==> config.mk <==
export PLATFORM = sky130hd
export DESIGN_NAME = flywheel_mode_toggle_pid_core
export DESIGN_NICKNAME = d
export VERILOG_FILES = /design/src/rtl/core/fmtpid_pkg.sv /design/src/rtl/core/flywheel_mode_toggle_pid_core.sv
export VERILOG_INCLUDE_DIRS = /design/src /design/src/rtl/core
export SDC_FILE = /design/constraint.sdc
export NUM_CORES = 2
export LEC_CHECK = 0
export BUFFER_PORTS_ARGS = -buffer_cell sky130_fd_sc_hd__clkbuf_2
export CORE_MARGIN = 3
export CORE_UTILIZATION = 43
export DETAILED_ROUTE_END_ITERATION = 7
export HOLD_SLACK_MARGIN = 0.12
export PLACE_DENSITY = 0.64
export SLEW_MARGIN = 20
export SYNTH_ARGS = -nofsm -noshare
export SYNTH_HDL_FRONTEND = slang
export SYNTH_SLANG_ARGS = --single-unit
==> constraint.sdc <==
create_clock -name clk -period 10.9 [get_ports clk]
set_input_delay 2.725 -clock clk [delete_from_list [all_inputs] [get_ports clk]]
set_output_delay 2.725 -clock clk [all_outputs]
set_load 0.02 [all_outputs]
==> src/rtl/core/flywheel_mode_toggle_pid_core_assert.svh <==
// ----------------------------------------------------------------------------
// Flywheel mode toggle PID core: assertion macros
// Concurrent checks used inside the core; they compile away for synthesis.
// ----------------------------------------------------------------------------
`ifndef FLYWHEEL_MODE_TOGGLE_PID_CORE_ASSERT_SVH
`define FLYWHEEL_MODE_TOGGLE_PID_CORE_ASSERT_SVH

`ifndef SYNTHESIS

// Check that is switched off while reset is high.
`define FMTPID_ASSERT(lbl, clk, rst, prop, msg) \
  lbl: assert property (@(posedge clk) disable iff (rst) prop) else $error(msg);

// Check that also holds while reset is high.
`define FMTPID_ASSERT_ALWAYS(lbl, clk, prop, msg) \
  lbl: assert property (@(posedge clk) prop) else $error(msg);

`else

`define FMTPID_ASSERT(lbl, clk, rst, prop, msg)
`define FMTPID_ASSERT_ALWAYS(lbl, clk, prop, msg)

`endif

`endif

==> src/rtl/core/fmtpid_pkg.sv <==
// ----------------------------------------------------------------------------
// Flywheel mode toggle PID package
// Widths, mode codes, register indexes and reset values of the core.
// ----------------------------------------------------------------------------
package fmtpid_pkg;

  localparam int SpeedW  = 10;  // full, base and target speed registers
  localparam int GainW   = 18;  // unsigned Q2.16 gains
  localparam int MeasW   = 11;  // measured speed and command
  localparam int ErrW    = 12;  // target minus measured
  localparam int DerivW  = 13;  // difference of two errors
  localparam int SumW    = 24;  // saturated integral
  localparam int CfgIdxW = 3;
  localparam int FracW   = 16;  // fraction bits of the gains

  localparam int PProdW = ErrW + GainW + 1;
  localparam int IProdW = SumW + GainW + 1;
  localparam int DProdW = DerivW + GainW + 1;
  localparam int PTermW = PProdW - FracW;
  localparam int ITermW = IProdW - FracW;
  localparam int DTermW = DProdW - FracW;
  localparam int CmdSumW = ITermW + 2;

  typedef enum logic [1:0] {
    MODE_OFF  = 2'd0,
    MODE_FULL = 2'd1,
    MODE_REG  = 2'd2
  } mode_t;

  typedef enum logic [CfgIdxW-1:0] {
    CFG_FULL_SPEED   = 3'd0,
    CFG_BASE_SPEED   = 3'd1,
    CFG_TARGET_SPEED = 3'd2,
    CFG_GAIN_P       = 3'd3,
    CFG_GAIN_I       = 3'd4,
    CFG_GAIN_D       = 3'd5
  } cfg_idx_t;

  localparam logic [SpeedW-1:0] FullSpeedRst   = 10'd600;
  localparam logic [SpeedW-1:0] BaseSpeedRst   = 10'd400;
  localparam logic [SpeedW-1:0] TargetSpeedRst = 10'd350;
  localparam logic [GainW-1:0]  GainPRst       = 18'd1966;
  localparam logic [GainW-1:0]  GainIRst       = 18'd0;
  localparam logic [GainW-1:0]  GainDRst       = 18'd6554;

endpackage

==> src/rtl/core/flywheel_mode_toggle_pid_core.sv <==
// ----------------------------------------------------------------------------
// Flywheel mode toggle PID core
// Button driven off/full/regulated mode with a PID speed regulator.
// ----------------------------------------------------------------------------
// Usage:
// One input transaction (in_valid/in_ready) is one control tick: two button
// levels and a measured speed. Each tick yields exactly one output transaction
// (out_valid/out_ready) carrying the velocity command and the mode after the
// tick. Registers are written through cfg_we/cfg_index/cfg_data while the
// core is idle; the user must keep to this, as the core does not enforce it;
// indexes above five are ignored. An accepted tick passes through the s1, s2
// and output registers before it is presented on out_valid. Throughput is one
// tick per cycle while out_ready stays high. Mode and integrator state are
// updated in the accept cycle, so ticks may follow back to back; the products
// and the final sum sit in the two following register stages.
// Reset clears the mode to off, the integral and last error to zero, marks
// both buttons released, loads the register defaults and empties the pipe.
// When the receiver stalls, results queue in the three stages; in_ready drops
// only once every stage holds a result.
// ----------------------------------------------------------------------------
`include "flywheel_mode_toggle_pid_core_assert.svh"

module flywheel_mode_toggle_pid_core
  import fmtpid_pkg::*;
(
  input  logic                      clk,
  input  logic                      rst,
  input  logic                      cfg_we,
  input  logic [CfgIdxW-1:0]        cfg_index,
  input  logic [GainW-1:0]          cfg_data,
  input  logic                      in_valid,
  output logic                      in_ready,
  input  logic                      button_full,
  input  logic                      button_regulated,
  input  logic signed [MeasW-1:0]   measured_speed,
  output logic                      out_valid,
  input  logic                      out_ready,
  output logic signed [MeasW-1:0]   velocity_command,
  output logic [1:0]                mode
);

  // Configuration registers
  logic [SpeedW-1:0] full_speed, base_speed, target_speed;
  logic [GainW-1:0]  gain_p, gain_i, gain_d;

  // Control state
  logic                     full_released, regulated_released;
  mode_t                    run_mode;
  logic signed [SumW-1:0]   error_sum;
  logic signed [ErrW-1:0]   last_error;

  // Pipeline
  logic                       s1_valid, s2_valid;
  mode_t                      s1_mode, s2_mode, out_mode;
  logic signed [ErrW-1:0]     s1_error;
  logic signed [SumW-1:0]     s1_sum;
  logic signed [DerivW-1:0]   s1_deriv;
  logic signed [PTermW-1:0]   s2_p;
  logic signed [ITermW-1:0]   s2_i;
  logic signed [DTermW-1:0]   s2_d;
  logic signed [MeasW-1:0]    out_cmd;

  logic s1_ready, s2_ready, s3_ready;
  logic in_fire;

  assign s3_ready = !out_valid || out_ready;
  assign s2_ready = !s2_valid || s3_ready;
  assign s1_ready = !s1_valid || s2_ready;
  assign in_ready = s1_ready;
  assign in_fire  = in_valid && in_ready;

  // ---------------- Accept stage: mode and integrator update ----------------
  logic                     full_edge, reg_edge;
  mode_t                    mode_after_full, run_mode_next;
  logic signed [ErrW-1:0]   error;
  logic signed [SumW:0]     sum_wide;
  logic signed [SumW-1:0]   sum_sat;
  logic signed [DerivW-1:0] deriv;

  always_comb begin
    full_edge = button_full && full_released;
    reg_edge  = button_regulated && regulated_released;
    mode_after_full = run_mode;
    if (full_edge) begin
      mode_after_full = (run_mode == MODE_FULL) ? MODE_OFF : MODE_FULL;
    end
    run_mode_next = mode_after_full;
    if (reg_edge) begin
      run_mode_next = (mode_after_full == MODE_REG) ? MODE_OFF : MODE_REG;
    end

    error = signed'({2'b00, target_speed}) - signed'({measured_speed[MeasW-1], measured_speed});
    sum_wide = signed'({error_sum[SumW-1], error_sum})
             + signed'({{(SumW+1-ErrW){error[ErrW-1]}}, error});
    if (sum_wide[SumW] != sum_wide[SumW-1]) begin
      // Overflow: clamp toward the sign of the true sum.
      sum_sat = sum_wide[SumW] ? signed'({1'b1, {(SumW-1){1'b0}}})
                               : signed'({1'b0, {(SumW-1){1'b1}}});
    end else begin
      sum_sat = sum_wide[SumW-1:0];
    end
    deriv = signed'({error[ErrW-1], error}) - signed'({last_error[ErrW-1], last_error});
  end

  always_ff @(posedge clk) begin
    if (rst) begin
      full_released      <= 1'b1;
      regulated_released <= 1'b1;
      run_mode           <= MODE_OFF;
      error_sum          <= '0;
      last_error         <= '0;
      s1_valid           <= 1'b0;
    end else begin
      if (in_fire) begin
        full_released      <= !button_full;
        regulated_released <= !button_regulated;
        run_mode           <= run_mode_next;
        if (run_mode_next == MODE_REG) begin
          error_sum  <= sum_sat;
          last_error <= error;
        end
      end
      if (s1_ready) begin
        s1_valid <= in_valid;
      end
    end
  end

  always_ff @(posedge clk) begin
    if (in_fire) begin
      s1_mode  <= run_mode_next;
      s1_error <= error;
      s1_sum   <= sum_sat;
      s1_deriv <= deriv;
    end
  end

  // ---------------- Product stage: scale and truncate toward zero -----------
  logic signed [PProdW-1:0] p_prod;
  logic signed [IProdW-1:0] i_prod;
  logic signed [DProdW-1:0] d_prod;
  logic signed [PTermW-1:0] p_term;
  logic signed [ITermW-1:0] i_term;
  logic signed [DTermW-1:0] d_term;

  always_comb begin
    p_prod = s1_error * signed'({1'b0, gain_p});
    i_prod = s1_sum   * signed'({1'b0, gain_i});
    d_prod = s1_deriv * signed'({1'b0, gain_d});
    // An arithmetic shift floors; negative values with a remainder step up by one.
    p_term = p_prod[PProdW-1:FracW]
           + PTermW'(p_prod[PProdW-1] && (p_prod[FracW-1:0] != '0));
    i_term = i_prod[IProdW-1:FracW]
           + ITermW'(i_prod[IProdW-1] && (i_prod[FracW-1:0] != '0));
    d_term = d_prod[DProdW-1:FracW]
           + DTermW'(d_prod[DProdW-1] && (d_prod[FracW-1:0] != '0));
  end

  always_ff @(posedge clk) begin
    if (rst) begin
      s2_valid <= 1'b0;
    end else if (s2_ready) begin
      s2_valid <= s1_valid;
    end
  end

  always_ff @(posedge clk) begin
    if (s2_ready && s1_valid) begin
      s2_mode <= s1_mode;
      s2_p    <= p_term;
      s2_i    <= i_term;
      s2_d    <= d_term;
    end
  end

  // ---------------- Output stage: feedforward, sum and saturate -------------
  logic signed [CmdSumW-1:0] cmd_sum;
  logic signed [MeasW-1:0]   cmd_sel;

  always_comb begin
    cmd_sum = signed'({{(CmdSumW-SpeedW){1'b0}}, base_speed})
            + signed'({{(CmdSumW-PTermW){s2_p[PTermW-1]}}, s2_p})
            + signed'({{(CmdSumW-ITermW){s2_i[ITermW-1]}}, s2_i})
            + signed'({{(CmdSumW-DTermW){s2_d[DTermW-1]}}, s2_d});
    unique case (s2_mode)
      MODE_FULL: cmd_sel = signed'({1'b0, full_speed});
      MODE_REG: begin
        if (cmd_sum > signed'(CmdSumW'(1023))) begin
          cmd_sel = signed'({1'b0, {(MeasW-1){1'b1}}});
        end else if (cmd_sum < -signed'(CmdSumW'(1024))) begin
          cmd_sel = signed'({1'b1, {(MeasW-1){1'b0}}});
        end else begin
          cmd_sel = cmd_sum[MeasW-1:0];
        end
      end
      default: cmd_sel = '0;
    endcase
  end

  always_ff @(posedge clk) begin
    if (rst) begin
      out_valid <= 1'b0;
    end else if (s3_ready) begin
      out_valid <= s2_valid;
    end
  end

  always_ff @(posedge clk) begin
    if (s3_ready && s2_valid) begin
      out_mode <= s2_mode;
      out_cmd  <= cmd_sel;
    end
  end

  assign velocity_command = out_cmd;
  assign mode             = out_mode;

  // ---------------- Configuration registers ---------------------------------
  always_ff @(posedge clk) begin
    if (rst) begin
      full_speed   <= FullSpeedRst;
      base_speed   <= BaseSpeedRst;
      target_speed <= TargetSpeedRst;
      gain_p       <= GainPRst;
      gain_i       <= GainIRst;
      gain_d       <= GainDRst;
    end else if (cfg_we) begin
      unique case (cfg_index)
        CFG_FULL_SPEED:   full_speed   <= cfg_data[SpeedW-1:0];
        CFG_BASE_SPEED:   base_speed   <= cfg_data[SpeedW-1:0];
        CFG_TARGET_SPEED: target_speed <= cfg_data[SpeedW-1:0];
        CFG_GAIN_P:       gain_p       <= cfg_data;
        CFG_GAIN_I:       gain_i       <= cfg_data;
        CFG_GAIN_D:       gain_d       <= cfg_data;
        default: ;
      endcase
    end
  end

  // ---------------- Assertions ----------------------------------------------
  `FMTPID_ASSERT_ALWAYS(a_reset_empties_output, clk, rst |=> !out_valid, "output valid after reset")
  `FMTPID_ASSERT(a_off_cmd_zero, clk, rst, (out_valid && out_mode == MODE_OFF) |-> (out_cmd == '0), "nonzero command in off mode")
  `FMTPID_ASSERT(a_full_cmd, clk, rst, (out_valid && out_mode == MODE_FULL) |-> (out_cmd == signed'({1'b0, full_speed})), "full mode command mismatch")
  `FMTPID_ASSERT(a_integral_hold, clk, rst, !(in_fire && run_mode_next == MODE_REG) |=> $stable(error_sum), "integral moved outside a regulated tick")
  `FMTPID_ASSERT(a_stall_only_when_full, clk, rst, !in_ready |-> (s1_valid && s2_valid && out_valid), "input stalled with a free stage")

endmodule

==> out/metrics.cfg <==
[run_status]
run_status=complete, no violations

[yosys]
synth_area_leader_cell=fa_1
synth_seq_area_share_pct=13.7
synth.avg_cell_area_um2=9.01
synth_area_um2=45600
yosys-top-cells-count=inv_1, fa_1, nand2_1, and2_1, ha_1
synth_top_flop_cell=dfxtp_1
ys_ff_latch=251
synth_nets=6312
synth_edf_count=124
yosysMostFrequentCell=inv_1
synth_top_area_share_pct=35.4
ys_types=97
synthTopCellsByArea=fa_1, ha_1, inv_1, edfxtp_1, nand2_1
yosys_warnings=0
async_flop_share_pct=0
netlist_instances=5060

[global_routing]
grt_max_degree=74
gr-max-usage-layer=met2
grtUsageMet1_pct=31.8
grt_pass1_vias=34900
grt_usage_pct=22.3
use_met2_pct=35.8
antenna_found_initial=6
grt_overflow_total=0
grt_use_met3_pct=3.35
grt_pass1_wl_um=196000

[clock_tree]
cts_tree=yes
clkTransAtPathRegs_ns=0.06
cts_hold_buf=0
clock_latency_ns=0.59
cts_buffer_depth=3
cts_made_buffers=29
cts_root_buf=clkbuf_16
h-tree-depth=1
cts_sinks=251
post_cts_resized=0
post-cts-setup-buffer-count=0

[detailed_routing]
ant_nets=0
routedWlPerCell_um=19.0
drcViolationCount=0
drtPass1Iterations=6
finalWirelength_um=121000
vias=33600
drtIter0Drc=2188
viasPerCell=5.28

[place]
io_buffers=53
dpl.cell_count=6316
routabilityCongestion=0.910
dp_hpwl_um=97900
dp_slack_ns=0.988

[sta]
setup_viol=0
tightest_slew_ns=1.14
min_period_ns=9.96
tns_ns=0
holdWs_ns=0.424
hold_viol_final=0
slew_headroom_pct=24.0
rsz0062_at_grt=no
postLayoutSetupSlackWorst_ns=0.937
fmax_ghz=0.100
finClkSkew_ns=0.0200
drv_slew=0
fin_crit_sh_pct=91.4

[power]
pwr-share-clk_pct=7.3
combPwrFrac_pct=80.9
p_int_mw=6.45
power_per_cell_area_nw_per_um2=297
p_seq_share_pct=11.8
p_leak_nw=23.5
switching_share_pct=54.8
irDropWorstVdd_mv=0.995
net-switching-power_mw=7.81

[critical_path]
slowest_stage=dfxtp_1
path_max_fanout=25
cp-end-kind=register
crit_type=register to register
cpMostUsedCell=fa_1
crit_arrival_ns=10.29
start_kind=register
slowest_delay_ns=0.96
critical_path_required_ns=11.22

[finish]
fillers=10000
multi_input_area_um2=34800
final_util_pct=46.0
fin_cells=6373
fin_nets=6219
regArea_um2=6270
syn_to_final_growth_pct=5.36
drive_gt1_share_pct=3.63

[floorplanning]
rows=118
die_h_um=332
initial_core_util_pct=43.7
ioPinCount=54
die_area_um2=110000
core-area_um2=104000
die_x_um=332

[job]
maxCapViolCount=0

[hold_path]
min_path_type=register to register

final timing paths:
| kind | cells after the start | slack (ns) | end | startpoint |
|---|---|---|---|---|
| worst min-delay path | 0 | 0.42 | s2_mode[1] | s1_mode[1] |
| worst max-delay path | 30 | 0.94 | s2_i[26] | gain_i[4] |
| worst max register to register | 30 | 0.94 | s2_i[26] | gain_i[4] |
| worst min register to register | 0 | 0.42 | s2_mode[1] | s1_mode[1] |
routing by layer:
metal	vias to the layer above	share of wire (%)	routed length [um]
li1	15500	-	-
met1	17000	46	55200
met2	991	45	54700
met3	163	6.9	8380
met4	2	2.3	2850
met5	-	0.013	16
sequential cells by signal, summed over array words and instances, names as in the netlist:
name / flops
out_valid: 1
gain_p: 18
base_speed: 10
s2_mode: 2
s1_valid: 1
run_mode: 2
s1_sum: 24
target_speed: 10
full_speed: 10
s2_d: 16
last_error: 12
gain_d: 18
s2_p: 15
mode: 2
full_released: 1
gain_i: 18
s1_deriv: 13
s1_mode: 2
s2_i: 27
velocity_command: 11
error_sum: 24
s2_valid: 1
s1_error: 12
regulated_released: 1
logic make-up after synthesis:
group,count (synthesis),synth area share [%]
AO/OA/AOI/OAI,573,8.19
adder cells (fa/ha/maj),1213,46.6
flip-flops,251,13.7
multiplexers,18,0.398
AND/OR/NAND/NOR,1613,17.4
buffers and inverters,1199,9.91
XOR/XNOR,193,3.82
cell type report:
class / instances / share of cell area (%)
Clock inverter: 18 / 0.422
Inverter: 997 / 7.79
Sequential cell: 251 / 13.0
Timing Repair Buffer: 78 / 0.948
Tap cell: 1380 / 3.60
Multi-Input combinational cell: 3610 / 72.5
Clock buffer: 36 / 1.65
Antenna cell: 3 / 0.0156
power by group through the flow:
stage / logic, mW / clock network (mW) / registers [mW]
after floorplan: 8.62 / 0 / 1.47
after detailed placement: 11.4 / 0 / 1.69
after global placement: 11.3 / 0 / 1.69
after CTS: 11.5 / 1.06 / 1.68
final: 11.5 / 1.04 / 1.68
after global routing: 12.9 / 1.10 / 1.70
cells in the final DEF (no fill, tap or decap), drive strengths merged, types with 12 or more instances in the layout:
| cell | netlist | layout |
|---|---|---|
| a21o | 66 | 66 |
| edfxtp | 124 | 124 |
| mux2i | 17 | 17 |
| nand2b | 46 | 46 |
| and3 | 14 | 14 |
| nand3 | 47 | 47 |
| o21ai | 116 | 116 |
| nor2b | 39 | 39 |
| nor3 | 44 | 44 |
| a221o | 13 | 13 |
| fa | 806 | 806 |
| and2 | 407 | 407 |
| xor2 | 62 | 62 |
| o21a | 14 | 14 |
| clkbuf | 185 | 88 |
| xnor2 | 131 | 131 |
| o21bai | 15 | 15 |
| inv | 997 | 1004 |
| a211oi | 26 | 26 |
| a21oi | 200 | 200 |
| nand4 | 32 | 32 |
| buf | 17 | 26 |
| nand3b | 26 | 26 |
| nor2 | 177 | 177 |
| o31ai | 13 | 13 |
| dfxtp | 127 | 127 |
| nor4 | 14 | 14 |
| a31oi | 17 | 17 |
| nand2 | 725 | 725 |
| a21boi | 12 | 12 |
| ha | 407 | 407 |
| a211o | 17 | 17 |
worst max-delay path, delay by kind of cell, from the launching register on:
kind                       cells  cell delay (ns)
DFF                            1             0.96
adders and majority gates      9             4.08
xor gates and xnor gates       2             0.32
buffers and inverters          3             0.14
AOI/OAI and AO/OA              8             1.94
and+or+nand+nor                8             2.21
through the flow:
stage	cell area, um2	power [mW]
finish	48000	14.3
global route	48000	15.7
CTS	48000	14.2
detailed placement	47000	13.1
global placement	47000	13.0
floorplan	45600	10.1
(Power assumes the default switching activity.)
